==> src/rtl/tsm_pkg.sv <==
// Shared types and constants for the touch ADC to screen mapper.
`default_nettype none

package tsm_pkg;

  localparam int SCREEN_WIDTH  = 240;
  localparam int SCREEN_HEIGHT = 320;
  localparam int ROT_SPAN      = 240;

  localparam int RAW_W  = 16;
  localparam int PT_W   = 9;
  localparam int AXIS_W = $clog2(((SCREEN_WIDTH > SCREEN_HEIGHT) ?
                                  SCREEN_WIDTH : SCREEN_HEIGHT) + 1);
  localparam int CALC_W = 13;
  localparam int CNT_W  = $clog2(RAW_W);

  localparam int APB_AW = 5;
  localparam int APB_DW = 32;

  typedef enum logic [2:0] {
    REG_X_OFFSET = 3'd0,
    REG_Y_OFFSET = 3'd1,
    REG_X_SCALE  = 3'd2,
    REG_Y_SCALE  = 3'd3,
    REG_ROTATION = 3'd4
  } reg_idx_t;

  typedef enum logic [1:0] {
    ROT_NONE = 2'd0,
    ROT_90   = 2'd1
  } rot_mode_t;

  typedef struct packed {
    logic [RAW_W-1:0] raw_x;
    logic [RAW_W-1:0] raw_y;
  } sample_t;

  typedef struct packed {
    logic [PT_W-1:0] screen_x;
    logic [PT_W-1:0] screen_y;
    logic            stable;
    logic            mode_error;
  } point_t;

endpackage

`default_nettype wire

==> src/rtl/touch_adc_to_screen_mapper_top.sv <==
// Top level of the touch ADC to screen mapper: config registers, sequencer, shared divider.
//
// Usage:
//   sample (raw_x, raw_y) enters on sample_valid while sample_stall is low.
//   One mapped point leaves on point_valid; the receiver holds it with point_stall.
//   Each axis is (raw - offset) / scale through one shared restoring divider,
//   one quotient bit per cycle, then clamped; rotation and the stability test
//   follow in the finish step. Steps per sample: prep, divide and store for x,
//   then prep, divide and store for y, then finish. The idle step takes the
//   next sample, and the 16-step divider is used once per axis.
//   sample_stall is high while a sample is in work; a new sample is taken
//   while a finished point still waits in the output register.
//   If the receiver stalls, the next point waits in the finish step.
//   Registers sit on an APB port at byte address 4*index; pready is always high.
//   Reset (rst, synchronous) restores register defaults, clears the previous
//   point and empties the output register.
`default_nettype none

module touch_adc_to_screen_mapper_top
  import tsm_pkg::*;
(
  input  wire logic              clk,
  input  wire logic              rst,
  input  wire logic              sample_valid,
  output logic                   sample_stall,
  input  wire sample_t           sample,
  output logic                   point_valid,
  input  wire logic              point_stall,
  output point_t                 point,
  input  wire logic              psel,
  input  wire logic              penable,
  input  wire logic              pwrite,
  input  wire logic [APB_AW-1:0] paddr,
  input  wire logic [APB_DW-1:0] pwdata,
  output logic [APB_DW-1:0]      prdata,
  output logic                   pready
);

  typedef enum logic [2:0] {
    ST_IDLE,
    ST_PREP,
    ST_DIV,
    ST_STORE,
    ST_FINISH
  } state_t;

  logic [RAW_W-1:0] x_offset, y_offset, x_scale, y_scale;
  logic [1:0]       rotation;
  reg_idx_t         cfg_idx;
  logic             cfg_wr;

  assign pready  = 1'b1;
  assign cfg_idx = reg_idx_t'(paddr[4:2]);
  assign cfg_wr  = psel && penable && pwrite;

  always_ff @(posedge clk) begin
    if (rst) begin
      x_offset <= RAW_W'(2086);
      y_offset <= RAW_W'(2630);
      x_scale  <= RAW_W'(117);
      y_scale  <= RAW_W'(88);
      rotation <= ROT_NONE;
    end else if (cfg_wr) begin
      case (cfg_idx)
        REG_X_OFFSET: x_offset <= pwdata[RAW_W-1:0];
        REG_Y_OFFSET: y_offset <= pwdata[RAW_W-1:0];
        REG_X_SCALE:  x_scale  <= pwdata[RAW_W-1:0];
        REG_Y_SCALE:  y_scale  <= pwdata[RAW_W-1:0];
        REG_ROTATION: rotation <= pwdata[1:0];
        default: ;
      endcase
    end
  end

  always_comb begin
    case (cfg_idx)
      REG_X_OFFSET: prdata = APB_DW'(x_offset);
      REG_Y_OFFSET: prdata = APB_DW'(y_offset);
      REG_X_SCALE:  prdata = APB_DW'(x_scale);
      REG_Y_SCALE:  prdata = APB_DW'(y_scale);
      REG_ROTATION: prdata = APB_DW'(rotation);
      default:      prdata = '0;
    endcase
  end

  state_t            state;
  logic              axis_sel;
  sample_t           raw;
  logic              pos;
  logic [RAW_W-1:0]  dvd;
  logic [RAW_W-1:0]  dvs;
  logic [RAW_W-1:0]  rem;
  logic [CNT_W-1:0]  cnt;
  logic [AXIS_W-1:0] x_val, y_val;
  logic [PT_W-1:0]   prev_x, prev_y;

  logic [RAW_W-1:0]  op_raw, op_off, op_scale;
  logic [RAW_W:0]    sub_diff;
  logic [RAW_W:0]    rem_shift;
  logic [RAW_W+1:0]  trial;
  logic              qbit;
  logic [RAW_W-1:0]  limit;
  logic [AXIS_W-1:0] clamped;

  logic [CALC_W-1:0] xc, yc, rot_y;
  logic [CALC_W-1:0] nx_c, ny_c;
  logic [PT_W-1:0]   nx, ny, dx, dy;
  logic [4:0]        sq_sum;
  logic              stable_c, err_c;
  logic              out_free;
  logic              point_load;

  function automatic logic [3:0] sq2(input logic [1:0] v);
    case (v)
      2'd0:    sq2 = 4'd0;
      2'd1:    sq2 = 4'd1;
      2'd2:    sq2 = 4'd4;
      default: sq2 = 4'd9;
    endcase
  endfunction

  always_comb begin
    op_raw   = axis_sel ? raw.raw_y : raw.raw_x;
    op_off   = axis_sel ? y_offset  : x_offset;
    op_scale = axis_sel ? y_scale   : x_scale;
    sub_diff = {1'b0, op_raw} - {1'b0, op_off};

    rem_shift = {rem, dvd[RAW_W-1]};
    trial     = {1'b0, rem_shift} - {2'b00, dvs};
    qbit      = !trial[RAW_W+1];

    limit   = axis_sel ? RAW_W'(SCREEN_HEIGHT) : RAW_W'(SCREEN_WIDTH);
    if (!pos) begin
      clamped = '0;
    end else if (dvd > limit) begin
      clamped = limit[AXIS_W-1:0];
    end else begin
      clamped = dvd[AXIS_W-1:0];
    end

    xc    = CALC_W'(x_val);
    yc    = CALC_W'(y_val);
    rot_y = (xc > CALC_W'(ROT_SPAN)) ? '0 : CALC_W'(ROT_SPAN) - xc;
    err_c = 1'b0;
    if (rotation == ROT_90) begin
      nx_c = yc;
      ny_c = rot_y;
    end else begin
      nx_c  = xc;
      ny_c  = yc;
      err_c = (rotation != ROT_NONE);
    end
    nx = nx_c[PT_W-1:0];
    ny = ny_c[PT_W-1:0];

    dx = (prev_x >= nx) ? prev_x - nx : nx - prev_x;
    dy = (prev_y >= ny) ? prev_y - ny : ny - prev_y;
    sq_sum   = 5'(sq2(dx[1:0])) + 5'(sq2(dy[1:0]));
    stable_c = (dx <= PT_W'(3)) && (dy <= PT_W'(3)) && (sq_sum <= 5'd9);

    out_free   = !point_valid || !point_stall;
    point_load = (state == ST_FINISH) && out_free;
  end

  assign sample_stall = (state != ST_IDLE);

  always_ff @(posedge clk) begin
    if (rst) begin
      state       <= ST_IDLE;
      axis_sel    <= 1'b0;
      point_valid <= 1'b0;
      prev_x      <= '0;
      prev_y      <= '0;
    end else begin
      if (point_load) begin
        point_valid <= 1'b1;
      end else if (point_valid && !point_stall) begin
        point_valid <= 1'b0;
      end
      case (state)
        ST_IDLE: begin
          if (sample_valid) begin
            raw      <= sample;
            axis_sel <= 1'b0;
            state    <= ST_PREP;
          end
        end
        ST_PREP: begin
          pos   <= !sub_diff[RAW_W] && (sub_diff != '0);
          dvd   <= sub_diff[RAW_W-1:0];
          dvs   <= op_scale;
          rem   <= '0;
          cnt   <= '0;
          state <= ST_DIV;
        end
        ST_DIV: begin
          rem <= qbit ? trial[RAW_W-1:0] : rem_shift[RAW_W-1:0];
          dvd <= {dvd[RAW_W-2:0], qbit};
          cnt <= cnt + CNT_W'(1);
          if (cnt == CNT_W'(RAW_W - 1)) begin
            state <= ST_STORE;
          end
        end
        ST_STORE: begin
          if (axis_sel) begin
            y_val <= clamped;
            state <= ST_FINISH;
          end else begin
            x_val    <= clamped;
            axis_sel <= 1'b1;
            state    <= ST_PREP;
          end
        end
        ST_FINISH: begin
          if (out_free) begin
            point.screen_x   <= nx;
            point.screen_y   <= ny;
            point.stable     <= stable_c;
            point.mode_error <= err_c;
            prev_x           <= nx;
            prev_y           <= ny;
            state            <= ST_IDLE;
          end
        end
        default: state <= ST_IDLE;
      endcase
    end
  end

  a_busy_after_accept: assert property (@(posedge clk) disable iff (rst)
    sample_valid && !sample_stall |=> sample_stall)
    else $error("sample accepted but block not busy");

  a_prev_tracks_point: assert property (@(posedge clk) disable iff (rst)
    point_valid |-> (point.screen_x == prev_x) && (point.screen_y == prev_y))
    else $error("held point differs from stored previous point");

  a_point_from_finish: assert property (@(posedge clk) disable iff (rst)
    $rose(point_valid) |-> $past(state) == ST_FINISH)
    else $error("point issued outside finish step");

endmodule

`default_nettype wire
==> config.mk <==
export PLATFORM = sky130hd
export DESIGN_NAME = touch_adc_to_screen_mapper_top
export DESIGN_NICKNAME = d
export VERILOG_FILES = /design/src/rtl/tsm_pkg.sv /design/src/rtl/touch_adc_to_screen_mapper_top.sv
export SDC_FILE = /design/constraint.sdc
export NUM_CORES = 1
export LEC_CHECK = 0
export ABC_AREA = 0
export BUFFER_PORTS_ARGS = -buffer_cell sky130_fd_sc_hd__buf_2
export CORE_MARGIN = 3
export CORE_UTILIZATION = 60
export CTS_CLUSTER_DIAMETER = 150
export DETAILED_ROUTE_END_ITERATION = 16
export PLACE_DENSITY = 0.77
export SYNTH_ARGS = -nofsm -noshare
export SYNTH_HDL_FRONTEND = slang
export SYNTH_SLANG_ARGS = --single-unit
==> constraint.sdc <==
create_clock -name clk -period 6 [get_ports clk]
set_input_delay 1.2 -clock clk [delete_from_list [all_inputs] [get_ports clk]]
set_output_delay 1.2 -clock clk [all_outputs]
set_load 0.05 [all_outputs]
# After elaboration in Yosys (flattened, before gate mapping)
# Cells that the tools add are included.
# totals
inputBits	76
word_cells	121
output_inout_bits	55
ff_bits	212
# op_classes
n_mux	27
n_bitwise	2
add_sub_neg	9
magnitude_cmp	7
n_reduce_logical	36
eq_ne	17
# ops
op	count
$pmux W16 S5	1
$mux W9	8
$mux W16	4
$pmux W16 S2	2
$sub A9 B9 Y9	4
$pmux W4 S3	2
$ge A9 B9 Y1	2
$le A9 B2 Y1 const B	2
$reduce_and A2 Y1	9
$sub A17 B16 Y18	1
$reduce_bool A17 Y1	1
$sub A16 B16 Y17	1
$gt A16 B9 Y1	1
$pmux W3 S5	1
$reduce_and A3 Y1	5
$eq A3 B2 Y1 const B	4
$mux W3	4
$gt A9 B8 Y1 const B	1
$sub A8 B9 Y9 const A	1
$pmux W4 S2	1
$reduce_bool A2 Y1	4
$logic_and A1 B1 Y1	7
$eq A2 B1 Y1 const B	3
$eq A3 B1 Y1 const B	2
other kinds (15)	27

# Longest topological paths before layout
# logic_depth
word_depth	10
mapped_depth	24
mapped_depth_nobuf	23

# Least setup slack after synthesis
# OpenSTA, ideal clock, no wires.
# synth_path
kind	reg-to-reg
start	reg x_val[1]
end	reg point[1] (netlist name) (data pin)
n_path_buf	0
arrival_time_ns	5.117
t_required_ns	5.810
stages_incl_launch_ff	23
setup_time_ns	0.190
synth_period_minus_slack_ns	5.307
setup_slack_ns	0.693
path_cell_list	edfxtp_1 o41ai_1 nor2_1 a211oi_2 a22oi_1 inv_1 ha_1 nor2b_1 o21ai_0 a21boi_0 o21ai_0 o21ai_0 mux2i_1 and2_1 ha_1 fa_1 o21ai_0 o2111ai_1 a221oi_2 o221ai_1 mux4_2 o21bai_1 a2111oi_2
# synth_via
elab_chain_len	10
elab_cells_between_ends	27
cone_classes	add/sub (6); order compare (6); eq/ne (4); mux (7); reduce/logical (4)
# synth_rtl
element	line	rtl
from (decl)	touch_adc_to_screen_mapper_top.sv:94	logic [AXIS_W-1:0] x_val, y_val;
from (signal assigned)	touch_adc_to_screen_mapper_top.sv:209	x_val <= clamped;
$sub A8 B9 Y9 or $gt A9 B8 Y1 (tied branches)	touch_adc_to_screen_mapper_top.sv:143	rot_y = (xc > CALC_W'(ROT_SPAN)) ? '0 : CALC_W'(ROT_SPAN) - xc;
$mux W9 *	touch_adc_to_screen_mapper_top.sv:143	
$mux W9 *	touch_adc_to_screen_mapper_top.sv:145	if (rotation == ROT_90) begin
via ny_c[1]	touch_adc_to_screen_mapper_top.sv:106	logic [CALC_W-1:0] nx_c, ny_c;
$sub A9 B9 Y9 or $ge A9 B9 Y1 (tied branches)	touch_adc_to_screen_mapper_top.sv:157	dy = (prev_y >= ny) ? prev_y - ny : ny - prev_y;
$mux W9 *	touch_adc_to_screen_mapper_top.sv:157	
$eq A2 B2 Y1 (tied with other cells)	touch_adc_to_screen_mapper_top.sv:114	case (v)
$pmux W4 S3	touch_adc_to_screen_mapper_top.sv:114	
$add A4 B4 Y5	touch_adc_to_screen_mapper_top.sv:158	sq_sum = 5'(sq2(dx[1:0])) + 5'(sq2(dy[1:0]));
$le A5 B4 Y1	touch_adc_to_screen_mapper_top.sv:159	stable_c = (dx <= PT_W'(3)) && (dy <= PT_W'(3)) && (sq_sum <= 5'd9);
$logic_and A1 B1 Y1 *	touch_adc_to_screen_mapper_top.sv:159	
via stable_c	touch_adc_to_screen_mapper_top.sv:109	logic stable_c, err_c;
to (decl)	touch_adc_to_screen_mapper_top.sv:29	output point_t point,
# The timed path passes the listed nets; every way through them passes the cells marked *.
# A chain may end at the register's enable or synchronous reset.

# Worst setup path after layout
# layout_path
start	reg x_val[1]
end	reg point[1] (netlist name) (data pin)
# layout_via
elab_chain_len	10
elab_cells_between_ends	27
cone_classes	add/sub (6); order compare (6); eq/ne (4); mux (7); reduce/logical (4)
# layout_rtl
element	line
$sub A8 B9 Y9 or $gt A9 B8 Y1 (tied branches)	touch_adc_to_screen_mapper_top.sv:143
$mux W9 *	touch_adc_to_screen_mapper_top.sv:143
$mux W9 *	touch_adc_to_screen_mapper_top.sv:145
via ny_c[5]	touch_adc_to_screen_mapper_top.sv:106
$ge A9 B9 Y1	touch_adc_to_screen_mapper_top.sv:157
$mux W9 *	touch_adc_to_screen_mapper_top.sv:157
$eq A2 B2 Y1 (tied with other cells)	touch_adc_to_screen_mapper_top.sv:114
$pmux W4 S3	touch_adc_to_screen_mapper_top.sv:114
$add A4 B4 Y5	touch_adc_to_screen_mapper_top.sv:158
$le A5 B4 Y1	touch_adc_to_screen_mapper_top.sv:159
$logic_and A1 B1 Y1 *	touch_adc_to_screen_mapper_top.sv:159
via stable_c	touch_adc_to_screen_mapper_top.sv:109
# Marks and branches as above.

==> flow_summary.toml <==
[hold_path]
hold_class = "reg2reg"
min_path_cells = 2

[synthesis]
ys_seq_area_share_pct = 43.9
avgSynthCellArea_um2 = 9.84
yosysMostFrequentCell = "nand2_1"
yosysTopAreaCell = "edfxtp_1"
synth-edff-count = 123
netlist.area_leader.share_pct = 29.6
ys_ff_latch = 212
synth_common_cells = "174 x nand2_1, 123 x edfxtp_1, 109 x a21oi_1"
synthFlopType = "edfxtp_1"
synth.area.top_cells = "edfxtp_1 30%, dfxtp_1 14%, ha_1 7.6%"
ys_async_sr_fraction_pct = 0
synth_area_um2 = 12500
synth.yosys.warnings = 0
synth_cell_type_count = 82
syn_inst = 1267

[critical_path]
r2r-start = "x_val[1]$_DFFE_PP_"
r2r-end = "point[1]$_DFFE_PP_"
crit_start = "x_val[1]$_DFFE_PP_"
critPathSlowestCell = "mux4_2"
worstPathRequired_ns = 6.32
max_stage_delay_ns = 0.51
critPathLaunchType = "register"
endpoint = "point[1]$_DFFE_PP_"
rrSetupSlack_ns = 0.29
r2r_cells = 22
end_kind = "register"
worstPathCellList = "o41ai_4 > nor2_1 > a211oi_2 > buf_4 > a22oi_1 > inv_1 > ha_1 > nand4_1 > o21bai_1 > a21oi_1 > o21ai_2 > mux2i_1 > and2_1 > ha_1 > fa_1 > o21ai_0 > o2111ai_1 > a221oi_2 > o221ai_1 > mux4_2 > o21bai_1 > a2111oi_2"
cp.arrival_ns = 6.03
worstPathMaxFanout = 8
critPathKind = "reg2reg"

[placed_design]
portBuffers = 95
dp_hpwl_um = 19900
dp.cells = 1600
placed_cell_area_um2 = 13200
place_congestion = 0.945

[timing]
timing.slew.headroom_pct = 23.7
holdWs_ns = 0.464
finClkSkew_ns = 0.0139
worst_pin_slew_ns = 1.14
final_hold_viol_count = 0
setup_viol = 0
final.period_utilization_pct = 95.1
max_freq_mhz = 175
layout_min_cycle_time_ns = 5.71
slew_viol_final = 0

[cells_and_area]
fillers = 1543
n_antenna_cell = 0
nets = 1516
drive_above_1_share_pct = 17.9
fin_cells = 1645
area_growth_pct = 12.8
final_area_um2 = 14100

[power_and_ir_drop]
p_leak_nw = 5.61
irDropWorstVdd_mv = 0.234
p_per_area_nw_per_um2 = 252

[grt]
grt_max_degree = 72
first_global_vias = 9280
grt_util_all_layers_pct = 25.0
antenna_found_initial = 0
grt_overflow = 0
grt_pass1_wl_um = 45800

[clock_tree]
clk_path_buf_depth = 3
cts_inserted_buffers = 24
clock_sinks = 212
htreeDepth = 1
cts_root_buf = "clkbuf_16"
cts_tree = "done"
clk_latency_ns = 0.52
cts_hold_buf = 0
clk_pin_slew_worst_paths_ns = 0.06

[route]
ant_nets = 0
vias = 9649
routed_wirelength_um = 28300
avgRoutedWirePerCell_um = 17.2
remaining_drc_errors = 0
drt_pass1_iterations = 5
viasPerCell = 5.87
drt-initial-drc-count = 786

[floorplan]
rows = 52
die_w_um = 150
die-area_um2 = 22500
dieHeight_um = 150
pin_count = 131
start_util_pct = 61.4
core_area_um2 = 20300

[status]
status = "complete, no violations"

[run]
drv_cap = 0
==> placed cells by master, fill, tap and decap left out, types with 7 or more instances in the layout <==
master	n
nand2_1	174
edfxtp_1	123
a21oi_1	108
buf_2	95
dfxtp_1	88
inv_1	85
nor2_1	78
ha_1	75
mux2i_1	44
o21ai_0	43
mux2_2	33
nor2b_1	32
buf_4	26
a211oi_1	25
clkbuf_16	25
xnor2_1	24
nand3_1	19
nand3b_1	19
conb_1	17
nor3_1	16
mux4_2	15
a21o_1	12
xor2_1	10
and2_1	10
nor4_1	9
a31oi_1	9
nand2b_1	8
nand4_1	8
o21a_1	8
fa_1	7
==> logic make-up after synthesis <==
family / share of synthesized area (%)
other: 0.0603
and+or+nand+nor: 15.7
xor gates and xnor gates: 2.39
AOI/OAI and AO/OA: 14.2
muxes: 9.23
adders and majority gates: 8.75
buffers and inverters: 5.68
DFF: 43.9
==> layout make-up <==
| cell class | count | area [um^2] | share of cell area (%) |
|---|---|---|---|
| well taps | 270 | 338 | 2.40 |
| clock inverters | 19 | 233 | 1.65 |
| repair buffers | 121 | 671 | 4.77 |
| multi-input cells | 913 | 6400 | 45.5 |
| flip-flops and latches | 212 | 5480 | 38.9 |
| inverters | 85 | 319 | 2.27 |
| clock buffers | 25 | 626 | 4.45 |
==> stage by stage <==
stage	setup WS (ns)	total power, mW	setup TNS, ns	utilization (%)
after floorplan	0.693	1.91	0	-
after global placement	0.274	1.98	0	64.8
after detailed placement	0.0120	1.99	0	64.8
after CTS	0.115	3.55	0	69.1
after global routing	-0.0122	3.67	-0.0122	69.3
final	0.293	3.54	0	69.3
==> registers in the layout, indices dropped and copies added, names as in the netlist <==
| register | flops |
|---|---|
| raw | 32 |
| point | 20 |
| dvd | 16 |
| dvs | 16 |
| rem | 16 |
| x_offset | 16 |
| x_scale | 16 |
| y_offset | 16 |
| y_scale | 16 |
| prev_x | 9 |
| prev_y | 9 |
| x_val | 9 |
| y_val | 9 |
| cnt | 4 |
| state | 3 |
| rotation | 2 |
| axis_sel | 1 |
| point_valid | 1 |
| pos | 1 |
==> where the power goes <==
| group | switching (mW) | leakage, nW | total (mW) | internal [mW] |
|---|---|---|---|---|
| registers | 0.0240 | 1.84 | 1.61 | 1.59 |
| clock network | 0.603 | 0.409 | 1.58 | 0.973 |
| logic | 0.226 | 3.37 | 0.357 | 0.131 |
| total | 0.852 | 5.61 | 3.54 | 2.69 |
==> what timing repair did <==
action / 4_1_cts / 5_1_grt
pin swaps: 0 / 2
gates resized for setup: 1 / 7
setup buffers: 0 / 1
cloned: 0 / 0
endpoints found under the setup margin: 1 / 1
==> critical path, delay by kind of cell, from the launching register on <==
| family | cells | cell delay (ns) |
|---|---|---|
| adder cells (fa/ha/maj) | 3 | 0.95 |
| AO/OA/AOI/OAI | 12 | 2.61 |
| AND/OR/NAND/NOR | 3 | 0.50 |
| flip-flops | 1 | 0.48 |
| multiplexers | 2 | 0.65 |
| buffers and inverters | 2 | 0.32 |
==> worst min-delay path by stage <==
stage	from	slack, ns	endpoint
CTS	x_scale[11]$_SDFFE_PP0P_	0.47	x_scale[11]$_SDFFE_PP0P_
floorplan	y_scale[10]$_SDFFE_PP0P_	0.44	y_scale[10]$_SDFFE_PP0P_
detailed placement	x_scale[11]$_SDFFE_PP0P_	0.46	x_scale[11]$_SDFFE_PP0P_
global placement	x_offset[3]$_SDFFE_PP0P_	0.45	x_offset[3]$_SDFFE_PP0P_
finish	x_scale[11]$_SDFFE_PP0P_	0.46	x_scale[11]$_SDFFE_PP0P_
global route	x_scale[3]$_SDFFE_PP0P_	0.49	x_scale[3]$_SDFFE_PP0P_
==> per-layer routing <==
metal / global-route usage, % / vias to the layer above / wire, um / part of all wire, %
met5: 0 / - / 0 / 0
met4: 9.29 / 0 / 1040 / 3.7
met3: 4.15 / 65 / 2130 / 7.5
met2: 41.2 / 380 / 13100 / 46
met1: 33.6 / 4516 / 12000 / 42
li1: - / 4688 / - / -
(Power assumes the default switching activity.)
